`src/hw/rtl/cvs_pkg.sv`:
```
package cvs_pkg;

	// Field widths.
	localparam int SP_W       = 13;
	localparam int STEP_W     = 10;
	localparam int CYC_W      = 8;
	localparam int PER_W      = 16;
	localparam int TIA_W      = 20;
	localparam int CNT_W      = 32;
	localparam int CUR_W      = 23;
	localparam int DAC_W      = 12;
	localparam int CFG_IDX_W  = 3;
	localparam int CFG_DATA_W = 20;

	// Register indexes on the configuration port.
	localparam logic [CFG_IDX_W-1:0] REG_BEGIN  = 3'd0;
	localparam logic [CFG_IDX_W-1:0] REG_UPPER  = 3'd1;
	localparam logic [CFG_IDX_W-1:0] REG_LOWER  = 3'd2;
	localparam logic [CFG_IDX_W-1:0] REG_STEP   = 3'd3;
	localparam logic [CFG_IDX_W-1:0] REG_CYCLES = 3'd4;
	localparam logic [CFG_IDX_W-1:0] REG_PERIOD = 3'd5;
	localparam logic [CFG_IDX_W-1:0] REG_TIA    = 3'd6;

	// Register reset values.
	localparam logic signed [SP_W-1:0] BEGIN_RST  = 13'sd0;
	localparam logic signed [SP_W-1:0] UPPER_RST  = 13'sd500;
	localparam logic signed [SP_W-1:0] LOWER_RST  = -13'sd500;
	localparam logic [STEP_W-1:0]      STEP_RST   = 10'd10;
	localparam logic [CYC_W-1:0]       CYCLES_RST = 8'd1;
	localparam logic [PER_W-1:0]       PERIOD_RST = 16'd100;
	localparam logic [TIA_W-1:0]       TIA_RST    = 20'd50000;

	// Target select codes.
	localparam logic [1:0] TGT_UPPER = 2'd0;
	localparam logic [1:0] TGT_LOWER = 2'd1;
	localparam logic [1:0] TGT_BEGIN = 2'd2;

	// DAC mapping: (setpoint + 4001) / 2, clamped to 0..4000.
	localparam logic signed [SP_W:0] DAC_OFFSET = 14'sd4001;
	localparam logic [SP_W-1:0]      DAC_MAX    = 13'd4000;

	// Current conversion.
	localparam int                QUO_W      = 23;
	localparam logic [29:0]       NANO_SCALE = 30'd1000000000;
	localparam logic [QUO_W:0]    CUR_LIMIT  = 24'd4000000;

	typedef logic signed [SP_W-1:0] mv_t;

	// Fields of one result as the sequencer sees them at the accepting edge.
	typedef struct packed {
		logic             sample_valid;
		logic [CNT_W-1:0] point_number;
		logic [CNT_W-1:0] time_ms;
		mv_t              setpoint_mv;
		logic             sweep_done;
	} seq_res_t;

endpackage

```
`src/hw/rtl/cvs_seq.sv`:
```
module cvs_seq (
	input  logic                          clk,
	input  logic                          arst_n,
	input  logic                          step_en,
	input  logic                          kind,
	input  cvs_pkg::mv_t                  begin_mv,
	input  cvs_pkg::mv_t                  upper_vertex_mv,
	input  cvs_pkg::mv_t                  lower_vertex_mv,
	input  logic [cvs_pkg::STEP_W-1:0]    step_mv,
	input  logic [cvs_pkg::CYC_W-1:0]     cycle_total,
	input  logic [cvs_pkg::PER_W-1:0]     period_ms,
	output cvs_pkg::seq_res_t             res
);

	cvs_pkg::mv_t                 setpoint_q;
	logic [1:0]                   tsel_q;
	logic                         down_q;
	logic [cvs_pkg::CYC_W-1:0]    cyc_q;
	logic [cvs_pkg::CNT_W-1:0]    pt_q;
	logic [cvs_pkg::CNT_W-1:0]    tm_q;
	logic                         run_q;
	logic                         done_q;

	cvs_pkg::mv_t                 tgt;
	logic signed [cvs_pkg::SP_W:0] tgt_x;
	logic signed [cvs_pkg::SP_W:0] sp_dn;
	logic signed [cvs_pkg::SP_W:0] sp_up;
	cvs_pkg::mv_t                 sp_step;
	logic                         at_tgt;
	logic [cvs_pkg::CYC_W-1:0]    cyc_inc;
	logic                         last_cycle;

	// Current target of the sweep.
	always_comb begin
		unique case (tsel_q)
			cvs_pkg::TGT_UPPER: tgt = upper_vertex_mv;
			cvs_pkg::TGT_LOWER: tgt = lower_vertex_mv;
			default:            tgt = begin_mv;
		endcase
	end

	// One step toward the target, clamped at it.
	assign tgt_x   = {tgt[cvs_pkg::SP_W-1], tgt};
	assign sp_dn   = {setpoint_q[cvs_pkg::SP_W-1], setpoint_q}
		- $signed({4'd0, step_mv});
	assign sp_up   = {setpoint_q[cvs_pkg::SP_W-1], setpoint_q}
		+ $signed({4'd0, step_mv});
	assign at_tgt  = (setpoint_q == tgt);
	always_comb begin
		if (down_q) begin
			sp_step = (sp_dn < tgt_x) ? tgt : sp_dn[cvs_pkg::SP_W-1:0];
		end else begin
			sp_step = (sp_up > tgt_x) ? tgt : sp_up[cvs_pkg::SP_W-1:0];
		end
	end

	assign cyc_inc    = cyc_q + 1'b1;
	assign last_cycle = (cyc_inc >= cycle_total);

	// Result word fields for the item being accepted.
	always_comb begin
		res.sample_valid = kind & run_q;
		res.point_number = res.sample_valid ? pt_q : '0;
		res.time_ms      = res.sample_valid ? tm_q : '0;
		res.setpoint_mv  = kind ? setpoint_q : begin_mv;
		if (!kind) begin
			res.sweep_done = (cycle_total == '0);
		end else begin
			res.sweep_done = done_q
				| (run_q & at_tgt & (tsel_q == cvs_pkg::TGT_BEGIN) & last_cycle);
		end
	end

	// Sweep state.
	always_ff @(posedge clk or negedge arst_n) begin
		if (!arst_n) begin
			setpoint_q <= '0;
			tsel_q     <= cvs_pkg::TGT_UPPER;
			down_q     <= 1'b0;
			cyc_q      <= '0;
			pt_q       <= 32'd1;
			tm_q       <= '0;
			run_q      <= 1'b0;
			done_q     <= 1'b0;
		end else if (step_en) begin
			if (!kind) begin
				setpoint_q <= begin_mv;
				tsel_q     <= cvs_pkg::TGT_UPPER;
				down_q     <= 1'b0;
				cyc_q      <= '0;
				pt_q       <= 32'd1;
				tm_q       <= '0;
				run_q      <= (cycle_total != '0);
				done_q     <= (cycle_total == '0);
			end else if (run_q) begin
				pt_q <= pt_q + 1'b1;
				tm_q <= tm_q + {16'd0, period_ms};
				if (at_tgt) begin
					unique case (tsel_q)
						cvs_pkg::TGT_UPPER: begin
							tsel_q <= cvs_pkg::TGT_LOWER;
							down_q <= 1'b1;
						end
						cvs_pkg::TGT_LOWER: begin
							tsel_q <= cvs_pkg::TGT_BEGIN;
							down_q <= 1'b0;
						end
						default: begin
							tsel_q <= cvs_pkg::TGT_UPPER;
							down_q <= 1'b0;
							cyc_q  <= cyc_inc;
							if (last_cycle) begin
								run_q  <= 1'b0;
								done_q <= 1'b1;
							end
						end
					endcase
				end else begin
					setpoint_q <= sp_step;
				end
			end
		end
	end

endmodule

```
`src/hw/rtl/cvs_cur.sv`:
```
module cvs_cur #(
	parameter int ADC_BITS = 12
) (
	input  logic                              clk,
	input  logic                              arst_n,
	input  logic                              start,
	input  logic [ADC_BITS-1:0]               code,
	input  logic [cvs_pkg::TIA_W-1:0]         tia_ohms,
	output logic                              done,
	output logic signed [cvs_pkg::CUR_W-1:0]  current_na
);

	localparam int QW    = cvs_pkg::QUO_W;
	localparam int MW    = ADC_BITS + 2;
	localparam int NUMW  = ADC_BITS + 4;
	localparam int NW    = MW + 30;
	localparam int DW    = ADC_BITS + cvs_pkg::TIA_W;
	localparam int CW    = $clog2(QW);
	localparam logic [ADC_BITS-1:0] FULL      = {ADC_BITS{1'b1}};
	localparam logic [NUMW-1:0]     FOUR_FULL = {2'b00, FULL, 2'b00};

	localparam logic [2:0] ST_IDLE  = 3'd0;
	localparam logic [2:0] ST_LOAD  = 3'd1;
	localparam logic [2:0] ST_CHECK = 3'd2;
	localparam logic [2:0] ST_DIV   = 3'd3;
	localparam logic [2:0] ST_ROUND = 3'd4;
	localparam logic [2:0] ST_FIN   = 3'd5;

	logic [2:0]        st_q;
	logic [CW-1:0]     cnt_q;
	logic              done_q;
	logic              neg_q;
	logic              zero_q;
	logic [MW-1:0]     mag_q;
	logic [NW-1:0]     n_q;
	logic [DW-1:0]     den_q;
	logic [DW:0]       rem_q;
	logic [QW-1:0]     nlo_q;
	logic [QW-1:0]     q_q;
	logic [QW:0]       qr_q;
	logic signed [cvs_pkg::CUR_W-1:0] cur_q;

	logic [NUMW-1:0]   num;
	logic [NUMW-1:0]   num_abs;
	logic [DW:0]       n_hi;
	logic [DW:0]       trial;
	logic [DW:0]       trial_sub;
	logic              trial_ge;
	logic              round_up;
	logic [QW:0]       q_sat;

	// Signed numerator 8*code - 4*full scale, taken apart into sign and magnitude.
	assign num     = {1'b0, code, 3'b000} - FOUR_FULL;
	assign num_abs = num[NUMW-1] ? (~num + 1'b1) : num;

	// One restoring division step: shift in the next numerator bit.
	assign n_hi      = (DW+1)'(n_q[NW-1:QW]);
	assign trial     = {rem_q[DW-1:0], nlo_q[QW-1]};
	assign trial_ge  = (trial >= {1'b0, den_q});
	assign trial_sub = trial - {1'b0, den_q};
	assign round_up  = ({rem_q[DW-1:0], 1'b0} >= {1'b0, den_q});
	assign q_sat     = (qr_q > cvs_pkg::CUR_LIMIT) ? cvs_pkg::CUR_LIMIT : qr_q;

	// Sequencer of the serial divider.
	always_ff @(posedge clk or negedge arst_n) begin
		if (!arst_n) begin
			st_q   <= ST_IDLE;
			done_q <= 1'b0;
		end else begin
			done_q <= 1'b0;
			unique case (st_q)
				ST_IDLE: begin
					if (start) begin
						st_q <= ST_LOAD;
					end
				end
				ST_LOAD:  st_q <= ST_CHECK;
				ST_CHECK: begin
					if (zero_q || n_hi >= {1'b0, den_q}) begin
						st_q <= ST_FIN;
					end else begin
						st_q <= ST_DIV;
					end
				end
				ST_DIV: begin
					if (cnt_q == '0) begin
						st_q <= ST_ROUND;
					end
				end
				ST_ROUND: st_q <= ST_FIN;
				ST_FIN: begin
					st_q   <= ST_IDLE;
					done_q <= 1'b1;
				end
				default: st_q <= ST_IDLE;
			endcase
		end
	end

	// Datapath of the serial divider.
	always_ff @(posedge clk) begin
		unique case (st_q)
			ST_IDLE: begin
				if (start) begin
					neg_q  <= num[NUMW-1];
					mag_q  <= num_abs[MW-1:0];
					zero_q <= (num == '0);
				end
			end
			ST_LOAD: begin
				n_q   <= NW'(mag_q) * NW'(cvs_pkg::NANO_SCALE);
				den_q <= DW'(FULL) * DW'(tia_ohms);
			end
			ST_CHECK: begin
				rem_q <= n_hi;
				nlo_q <= n_q[QW-1:0];
				cnt_q <= CW'(QW - 1);
				if (zero_q) begin
					qr_q <= '0;
				end else begin
					qr_q <= '1;
				end
			end
			ST_DIV: begin
				rem_q <= trial_ge ? trial_sub : trial;
				q_q   <= {q_q[QW-2:0], trial_ge};
				nlo_q <= {nlo_q[QW-2:0], 1'b0};
				cnt_q <= cnt_q - 1'b1;
			end
			ST_ROUND: qr_q <= {1'b0, q_q} + (QW+1)'(round_up);
			ST_FIN: begin
				if (neg_q) begin
					cur_q <= $signed(~q_sat[cvs_pkg::CUR_W-1:0] + 1'b1);
				end else begin
					cur_q <= $signed(q_sat[cvs_pkg::CUR_W-1:0]);
				end
			end
			default: ;
		endcase
	end

	assign done       = done_q;
	assign current_na = cur_q;

endmodule

```
`src/hw/rtl/cyclic_voltammetry_sweep.sv`:
```
// Cyclic-voltammetry triangle-sweep sequencer.
// Input channel (in_valid / in_stall): kind 0 starts a sweep at the begin
// potential, kind 1 is a sample tick carrying the current ADC code.
// Output channel (out_valid / out_stall): one result word per input word,
// with point number, time, applied setpoint, current in nA, DAC voltage
// and the done flag.
// Configuration (cfg_valid / cfg_ready, cfg_index, cfg_data) is always
// ready; write it only while no word is in flight.
// A tick during a running sweep converts the current with a bit-serial
// restoring divider (one quotient bit per cycle, 23 bits plus load, range
// check and rounding): the result is loaded once the divider is done and
// the output is free, and the next input word can be taken in the cycle
// after that load. A tick whose current is zero or whose quotient overflows
// 23 bits skips the divide, as do start words and ticks outside a sweep.
// The output register parts the two sides: a new input word is taken while
// the previous result still waits under out_stall; a second result waits
// inside the block and holds in_stall high until the output frees up.
// Reset clears the sweep state to idle and loads the register defaults.
module cyclic_voltammetry_sweep #(
	parameter int ADC_BITS = 12
) (
	input  logic                                  clk,
	input  logic                                  arst_n,
	input  logic                                  in_valid,
	output logic                                  in_stall,
	input  logic                                  kind,
	input  logic [ADC_BITS-1:0]                   current_code,
	output logic                                  out_valid,
	input  logic                                  out_stall,
	output logic                                  sample_valid,
	output logic [cvs_pkg::CNT_W-1:0]             point_number,
	output logic [cvs_pkg::CNT_W-1:0]             time_ms,
	output logic signed [cvs_pkg::SP_W-1:0]       setpoint_mv,
	output logic signed [cvs_pkg::CUR_W-1:0]      current_na,
	output logic [cvs_pkg::DAC_W-1:0]             dac_mv,
	output logic                                  sweep_done,
	input  logic                                  cfg_valid,
	output logic                                  cfg_ready,
	input  logic [cvs_pkg::CFG_IDX_W-1:0]         cfg_index,
	input  logic [cvs_pkg::CFG_DATA_W-1:0]        cfg_data
);

	cvs_pkg::mv_t                  begin_q;
	cvs_pkg::mv_t                  upper_q;
	cvs_pkg::mv_t                  lower_q;
	logic [cvs_pkg::STEP_W-1:0]    step_q;
	logic [cvs_pkg::CYC_W-1:0]     cycles_q;
	logic [cvs_pkg::PER_W-1:0]     period_q;
	logic [cvs_pkg::TIA_W-1:0]     tia_q;

	logic                          pend_q;
	logic                          wait_q;
	cvs_pkg::seq_res_t             res_q;
	cvs_pkg::seq_res_t             seq_res;

	logic                          out_valid_q;
	logic                          sample_valid_q;
	logic [cvs_pkg::CNT_W-1:0]     point_q;
	logic [cvs_pkg::CNT_W-1:0]     time_q;
	cvs_pkg::mv_t                  setpoint_q;
	logic signed [cvs_pkg::CUR_W-1:0] current_q;
	logic [cvs_pkg::DAC_W-1:0]     dac_q;
	logic                          done_q;

	logic                          in_acc;
	logic                          cur_start;
	logic                          cur_done;
	logic signed [cvs_pkg::CUR_W-1:0] cur_value;
	logic                          res_ready;
	logic                          out_free;
	logic                          out_load;
	logic signed [cvs_pkg::SP_W:0] dac_sum;
	logic [cvs_pkg::SP_W-1:0]      dac_half;
	logic [cvs_pkg::DAC_W-1:0]     dac_val;

	// Configuration registers.
	assign cfg_ready = 1'b1;
	always_ff @(posedge clk or negedge arst_n) begin
		if (!arst_n) begin
			begin_q  <= cvs_pkg::BEGIN_RST;
			upper_q  <= cvs_pkg::UPPER_RST;
			lower_q  <= cvs_pkg::LOWER_RST;
			step_q   <= cvs_pkg::STEP_RST;
			cycles_q <= cvs_pkg::CYCLES_RST;
			period_q <= cvs_pkg::PERIOD_RST;
			tia_q    <= cvs_pkg::TIA_RST;
		end else if (cfg_valid && cfg_ready) begin
			unique case (cfg_index)
				cvs_pkg::REG_BEGIN:  begin_q  <= $signed(cfg_data[cvs_pkg::SP_W-1:0]);
				cvs_pkg::REG_UPPER:  upper_q  <= $signed(cfg_data[cvs_pkg::SP_W-1:0]);
				cvs_pkg::REG_LOWER:  lower_q  <= $signed(cfg_data[cvs_pkg::SP_W-1:0]);
				cvs_pkg::REG_STEP:   step_q   <= cfg_data[cvs_pkg::STEP_W-1:0];
				cvs_pkg::REG_CYCLES: cycles_q <= cfg_data[cvs_pkg::CYC_W-1:0];
				cvs_pkg::REG_PERIOD: period_q <= cfg_data[cvs_pkg::PER_W-1:0];
				cvs_pkg::REG_TIA:    tia_q    <= cfg_data[cvs_pkg::TIA_W-1:0];
				default: ;
			endcase
		end
	end

	// Input handshake: one word in flight inside the block at a time.
	assign in_stall  = pend_q;
	assign in_acc    = in_valid & ~in_stall;
	assign cur_start = in_acc & seq_res.sample_valid;

	cvs_seq u_seq (
		.clk             (clk),
		.arst_n          (arst_n),
		.step_en         (in_acc),
		.kind            (kind),
		.begin_mv        (begin_q),
		.upper_vertex_mv (upper_q),
		.lower_vertex_mv (lower_q),
		.step_mv         (step_q),
		.cycle_total     (cycles_q),
		.period_ms       (period_q),
		.res             (seq_res)
	);

	cvs_cur #(
		.ADC_BITS (ADC_BITS)
	) u_cur (
		.clk        (clk),
		.arst_n     (arst_n),
		.start      (cur_start),
		.code       (current_code),
		.tia_ohms   (tia_q),
		.done       (cur_done),
		.current_na (cur_value)
	);

	// Pending result: sequencer fields wait here for the current conversion.
	assign res_ready = pend_q & (~wait_q | cur_done);
	assign out_free  = ~out_valid_q | ~out_stall;
	assign out_load  = res_ready & out_free;

	always_ff @(posedge clk or negedge arst_n) begin
		if (!arst_n) begin
			pend_q <= 1'b0;
			wait_q <= 1'b0;
		end else begin
			if (in_acc) begin
				pend_q <= 1'b1;
				wait_q <= seq_res.sample_valid;
			end else begin
				if (cur_done) begin
					wait_q <= 1'b0;
				end
				if (out_load) begin
					pend_q <= 1'b0;
				end
			end
		end
	end

	always_ff @(posedge clk) begin
		if (in_acc) begin
			res_q <= seq_res;
		end
	end

	// DAC voltage: (setpoint + 4001) / 2, clamped to 0..4000.
	assign dac_sum  = {res_q.setpoint_mv[cvs_pkg::SP_W-1], res_q.setpoint_mv}
		+ cvs_pkg::DAC_OFFSET;
	assign dac_half = dac_sum[cvs_pkg::SP_W:1];
	always_comb begin
		if (dac_sum[cvs_pkg::SP_W]) begin
			dac_val = '0;
		end else if (dac_half > cvs_pkg::DAC_MAX) begin
			dac_val = cvs_pkg::DAC_MAX[cvs_pkg::DAC_W-1:0];
		end else begin
			dac_val = dac_half[cvs_pkg::DAC_W-1:0];
		end
	end

	// Output register.
	always_ff @(posedge clk or negedge arst_n) begin
		if (!arst_n) begin
			out_valid_q <= 1'b0;
		end else if (out_load) begin
			out_valid_q <= 1'b1;
		end else if (!out_stall) begin
			out_valid_q <= 1'b0;
		end
	end

	always_ff @(posedge clk) begin
		if (out_load) begin
			sample_valid_q <= res_q.sample_valid;
			point_q        <= res_q.point_number;
			time_q         <= res_q.time_ms;
			setpoint_q     <= res_q.setpoint_mv;
			current_q      <= res_q.sample_valid ? cur_value : '0;
			dac_q          <= dac_val;
			done_q         <= res_q.sweep_done;
		end
	end

	assign out_valid    = out_valid_q;
	assign sample_valid = sample_valid_q;
	assign point_number = point_q;
	assign time_ms      = time_q;
	assign setpoint_mv  = setpoint_q;
	assign current_na   = current_q;
	assign dac_mv       = dac_q;
	assign sweep_done   = done_q;

	// A taken word always leaves a pending result behind it.
	a_acc_pend: assert property (@(posedge clk) disable iff (!arst_n)
		in_acc |=> pend_q)
		else $error("accepted word left no pending result");

	// The divider finishes only for a conversion that is being waited on.
	a_done_wait: assert property (@(posedge clk) disable iff (!arst_n)
		cur_done |-> (pend_q && wait_q))
		else $error("current conversion finished with nobody waiting");

	// A conversion never starts on top of one in progress.
	a_start_idle: assert property (@(posedge clk) disable iff (!arst_n)
		cur_start |-> !wait_q)
		else $error("current conversion started while busy");

	// The DAC code stays inside its range.
	a_dac_range: assert property (@(posedge clk) disable iff (!arst_n)
		out_valid |-> (dac_mv <= 12'd4000))
		else $error("DAC voltage out of range");

endmodule
```
`config.mk`:
```
export PLATFORM = sky130hd
export DESIGN_NAME = cyclic_voltammetry_sweep
export DESIGN_NICKNAME = d
export VERILOG_FILES = /design/src/hw/rtl/cvs_pkg.sv /design/src/hw/rtl/cvs_seq.sv /design/src/hw/rtl/cvs_cur.sv /design/src/hw/rtl/cyclic_voltammetry_sweep.sv
export SDC_FILE = /design/constraint.sdc
export NUM_CORES = 2
export LEC_CHECK = 0
export BUFFER_PORTS_ARGS = -buffer_cell sky130_fd_sc_hd__buf_2
export CORE_AREA = 5 5 281 283
export CTS_CLUSTER_DIAMETER = 40
export DETAILED_ROUTE_END_ITERATION = 6
export DIE_AREA = 0 0 286 288
export PLACE_DENSITY = 0.77
export SYNTH_ARGS = -nofsm -noshare
export SYNTH_HDL_FRONTEND = slang
export SYNTH_SLANG_ARGS = --single-unit
```
`constraint.sdc`:
```
create_clock -name clk -period 6.71 [get_ports clk]
set_clock_uncertainty 0.1 [all_clocks]
set_input_delay 1.342 -clock clk [delete_from_list [all_inputs] [get_ports clk]]
set_output_delay 1.342 -clock clk [all_outputs]
set_load 0.005 [all_outputs]
```
# Word-level counts from Yosys, hierarchy flattened
# Cells that the tools add are included.
# word_totals
ff_bits	596
inputBits	41
output_inout_bits	117
word_cells	189
# classes
n_addsub	12
multipliers	2
n_lt_le_gt_ge	8
n_eq_ne	22
n_mux	56
bitwise	17
n_reduce_logical	28
# ops
operator	count
2-to-1 mux 32 bit	5
2-to-1 mux 13 bit	7
greater-or-equal comparator 33 x 32 -> 1 bit	2
case mux 32 bit (2 select lines)	1
case mux 24 bit (2 select lines)	1
2-to-1 mux 23 bit	2
case mux 23 bit (2 select lines)	1
multiplier 14 x 21 -> 35 bit (second input constant)	1
adder 32 x 1 -> 32 bit (second input constant)	1
adder 32 x 16 -> 32 bit	1
greater-or-equal comparator 21 x 32 -> 1 bit	1
multiplier 12 x 20 -> 32 bit (first input constant)	1
2-to-1 mux 8 bit	4
subtractor 32 bit	1
case mux 13 bit (2 select lines)	1
adder 23 x 1 -> 24 bit	1
greater-than comparator 24 x 22 -> 1 bit (second input constant)	1
2-to-1 mux 24 bit	1
adder 23 x 1 -> 23 bit (second input constant)	1
inverter 23 bit	1
2-to-1 mux 1 bit	22
AND reduction 2 bit	10
logical NOT 16 bit	1
subtractor 15 x 14 -> 16 bit (second input constant)	1
other kinds (40)	76

# Logic depth before layout (Yosys ltp)
# depth
depth_word	8
depth_mapped	23
mapped_depth_nobuf	22

# Modules after synthesis
# From an unflattened synthesis, not the netlist that was laid out.
# unflattened
hier_cells	3511
hier_area_um2	38838.5
# by_module_without_submodules
mod	n_inst	cells_per_inst	area_per_inst_um2	seq_area_each_um2
cvs_cur	1	1990	20352.0	5955.7
cyclic_voltammetry_sweep	1	514	10144.7	8227.9
cvs_seq	1	1007	8341.8	2228.4

# Worst setup path before layout
# No wires, ideal clock.
# synth_timing
path_kind	input to register
start	input out_stall
end	register current_q (netlist bit current_na[0]) (enable)
setup_ps	627
arrival_time_ps	6891
t_required_ps	5983
setup_slack_ps	-909
path_stages	1
n_path_buf	0
path_cell_list	a21oi_1
# synth_via
elab_chain_cells	3
# synth_lines
item	line	text
from (decl)	cyclic_voltammetry_sweep.sv:29	input logic out_stall,
inverter 1 bit	cyclic_voltammetry_sweep.sv:134	assign out_free = ~out_valid_q | ~out_stall;
OR 1 bit	cyclic_voltammetry_sweep.sv:134	
bitwise AND 1 bit	cyclic_voltammetry_sweep.sv:135	assign out_load = res_ready & out_free;
to (signal assigned)	cyclic_voltammetry_sweep.sv:193	current_q <= res_q.sample_valid ? cur_value : '0;
to (decl)	cyclic_voltammetry_sweep.sv:61	logic signed [cvs_pkg::CUR_W-1:0] current_q;
# No other way between the ends.
# A chain may end at the register's enable or synchronous reset.

# Worst setup path in the final report
# layout_timing
start	register u_cur.mag_q[7]
end	register u_cur.n_q[43] (data pin)
# layout_via
elab_chain_cells	1
# layout_lines
item	line	text
from (decl)	cvs_cur.sv:34	logic [MW-1:0] mag_q;
from (signal assigned)	cvs_cur.sv:106	mag_q <= num_abs[MW-1:0];
multiplier 14 x 21 -> 35 bit	cvs_cur.sv:111	n_q <= NW'(mag_q) * NW'(cvs_pkg::NANO_SCALE);
to (signal assigned)	cvs_cur.sv:111	
to (decl)	cvs_cur.sv:35	logic [NW-1:0] n_q;
# No other way between the ends.

==> results.ini <==
[finish]
multi_input_area_sq_mm=0.0195
layout_common_cells=inv_1, edfxtp_1, ha_1, nand2_1, fa_1
n_fill_cell=6293
layout_commonest_cell=inv_1
fin_nets=4158
regArea_sq_mm=0.0164
layoutNonFillerInstCount=4650
design_area_sq_mm=0.0430
drive_gt1_share_pct=13.9
area.growth.synth_to_final_pct=13.6

[grt]
grt_pass1_wl_um=134000
grt_pass1_vias=25600
grt_max_degree=106
antenna_found_initial=3
track_usage_pct=19.9
grt-ovfl-total=0

[timing]
worst_pin_slew_ns=1.21
max_freq_mhz=157
slew_viol_final=0
slew_headroom_pct=19.2
hold_viol=0
fin_crit_ns=6.35
fin_crit_sh_pct=94.7
setup_tns_ns=0
setup-violations-final=0
rsz0062_at_grt=no

[setup_path]
critPathMaxFanout=7
path_class=reg -> reg
r2r_slack_ns=0.36
slowest_stage=fa_1
arrival_ns=6.60
rr_endpoint=u_cur.n_q[43]
cpLargestDelayFamily=adder cells
crit_buf_inv=2
crit_path_cell_trace=ha_1 > ha_1 > fa_1 > inv_1 > fa_1 > inv_1 > fa_1 > ha_1 > ha_1 > a21oi_1 > o211a_1 > o211a_1 > o21ai_0 > a211o_1 > a21oi_2 > o31ai_1 > a211o_1 > o31ai_1 > xnor2_1
endpoint_kind=register
r2r-start=u_cur.mag_q[7]
cp.required_ns=6.95
startpoint_type=register
path_common_cell=ha_1
r2r_cells=19
cp.depth=19
max_stage_delay_ns=0.53

[detailed_routing]
drt_iter0_drc=1862
routed_wl_um=82100
wire_per_inst_um=17.7
drt-pass1-iter-count=5
via_per_inst=5.48
antenna_left=0
top_layer=met4
drc=0
wl_met1_um=37100
routed-wl-met3_um=4660
wl_met2_um=38500
routed-via-count=25500

[floorplan]
die-area_sq_mm=0.0824
core_sq_mm=0.0764
start_util_pct=49.5
die_x_um=286
die_height_um=288
std_cell_rows=102
ios=158

[place]
io_buffers=156
dp_hpwl_um=61200
postPlaceCellArea_sq_mm=0.0398
dp.cells=4479
gp_congestion=0.951

[clock_network]
clk_pin_slew_worst_paths_ns=0.06
htreeDepth=3
cts_buffers=88
clock_latency_ns=0.63
cts_root_buffer=clkbuf_16
cts_tree=done
clk_path_buf_depth=3
cts.sinks=577

[synth]
syn_nets=3971
ys_ff_latch=577
netlist_instances=3399
synthFlopType=edfxtp_1
synth.avg_cell_area_sq_um=11.1
synthDistinctLibCells=76
async_flop_share_pct=32.8
ys.warnings.count=0
synth_edf_count=388
synth_area_sq_mm=0.0378
seq_area_frac_synth_pct=43.4

[run_status]
status=finished clean

[hold_path]
min-delay-start=res_q[71]
hold_depth=0
worstHoldPathType=reg -> reg
hold-path-endpoint=point_number[25]

[job]
drv_cap=0

-- timing repair --
action | CTS | global route
resized for setup | 0 | 2
hold buffers | 0 | 0
endpoints found under the hold margin | 0 | 0
setup endpoints to repair | 0 | 1
buffers inserted | 0 | 5
-- Yosys cell counts (9+ instances only) --
cell | instances | area [sq um]
or3_1 | 9 | 56.3
o21a_1 | 29 | 218
nand4_1 | 30 | 188
a21o_1 | 68 | 510
o21bai_1 | 15 | 113
nand2_1 | 277 | 1040
nor3_1 | 41 | 205
nand3_1 | 50 | 250
nor4_1 | 14 | 87.6
xnor2_1 | 119 | 1040
and4_1 | 11 | 96.3
fa_1 | 217 | 4340
o21ai_0 | 206 | 1030
clkbuf_1 | 84 | 315
buf_1 | 9 | 33.8
nor2_1 | 154 | 578
a21boi_0 | 9 | 67.6
a31oi_1 | 34 | 213
mux2i_1 | 53 | 531
dfrtp_1 | 164 | 4100
a21oi_1 | 141 | 706
ha_1 | 314 | 3930
and2_1 | 37 | 231
o31ai_1 | 27 | 203
and3_1 | 100 | 626
nand2b_1 | 22 | 138
mux2_2 | 101 | 1140
a211o_1 | 9 | 78.8
o211ai_1 | 13 | 97.6
edfxtp_1 | 388 | 11700
dfstp_2 | 25 | 657
a211oi_1 | 18 | 135
xor2_1 | 55 | 482
nor2b_1 | 23 | 144
inv_1 | 415 | 1560
-- kinds of logic after synthesis --
kind of cell / synth area share [%]
buffers and inverters: 5.08
adders and majority gates: 21.9
xor gates and xnor gates: 4.03
other: 0.00992
DFF: 43.4
and+or+nand+nor: 10.4
muxes: 4.41
AOI/OAI and AO/OA: 10.7
-- flip-flops by register name, summed over array words and instances (netlist names), 16 cells and up --
signal            flops
current_na           23
period_q             16
point_number         32
res_q                79
tia_q                20
time_ms              32
u_cur.current_na     23
u_cur.den_q          32
u_cur.n_q            32
u_cur.q_q            23
u_cur.qr_q           24
u_cur.rem_q          32
u_seq.pt_q           32
u_seq.tm_q           32
-- routing by layer --
metal / GRT usage [%] / vias up
li1: - / 12300
met1: 27.7 / 12400
met2: 32.2 / 616
met3: 3.65 / 117
met4: 5.78 / 0
met5: 0 / -
-- final cells by class --
class / instances / share of cell area [%]
multi-input cells: 2311 / 45.5
flip-flops and latches: 577 / 38.2
clock buffers: 96 / 5.24
inverters: 417 / 3.65
well taps: 988 / 2.88
repair buffers: 191 / 2.45
clock inverters: 69 / 2.07
diodes: 1 / 0.00583
-- worst max-delay path by stage --
stage	startpoint	to	slack [ns]
floorplan	u_cur.st_q[0]	u_cur.den_q[0]	0.74
global placement	u_cur.mag_q[13]	u_cur.n_q[43]	0.48
detailed placement	u_cur.mag_q[5]	u_cur.n_q[43]	0.28
CTS	u_cur.mag_q[5]	u_cur.n_q[43]	0.24
global route	u_cur.mag_q[6]	u_cur.n_q[43]	0.04
finish	u_cur.mag_q[7]	u_cur.n_q[43]	0.36
-- per-stage QoR --
step	worst slack, ns	hold WS [ns]	utilization (%)
global placement	0.481	0.303	52.0
finish	0.357	0.314	56.2
floorplan	0.740	0.300	-
global route	0.0379	0.322	56.2
detailed placement	0.279	0.305	52.0
CTS	0.238	0.313	56.1
Power is left out: the tool's default activity adds up to more than one toggle a clock period on the data nets, which glitch-free logic cannot reach.
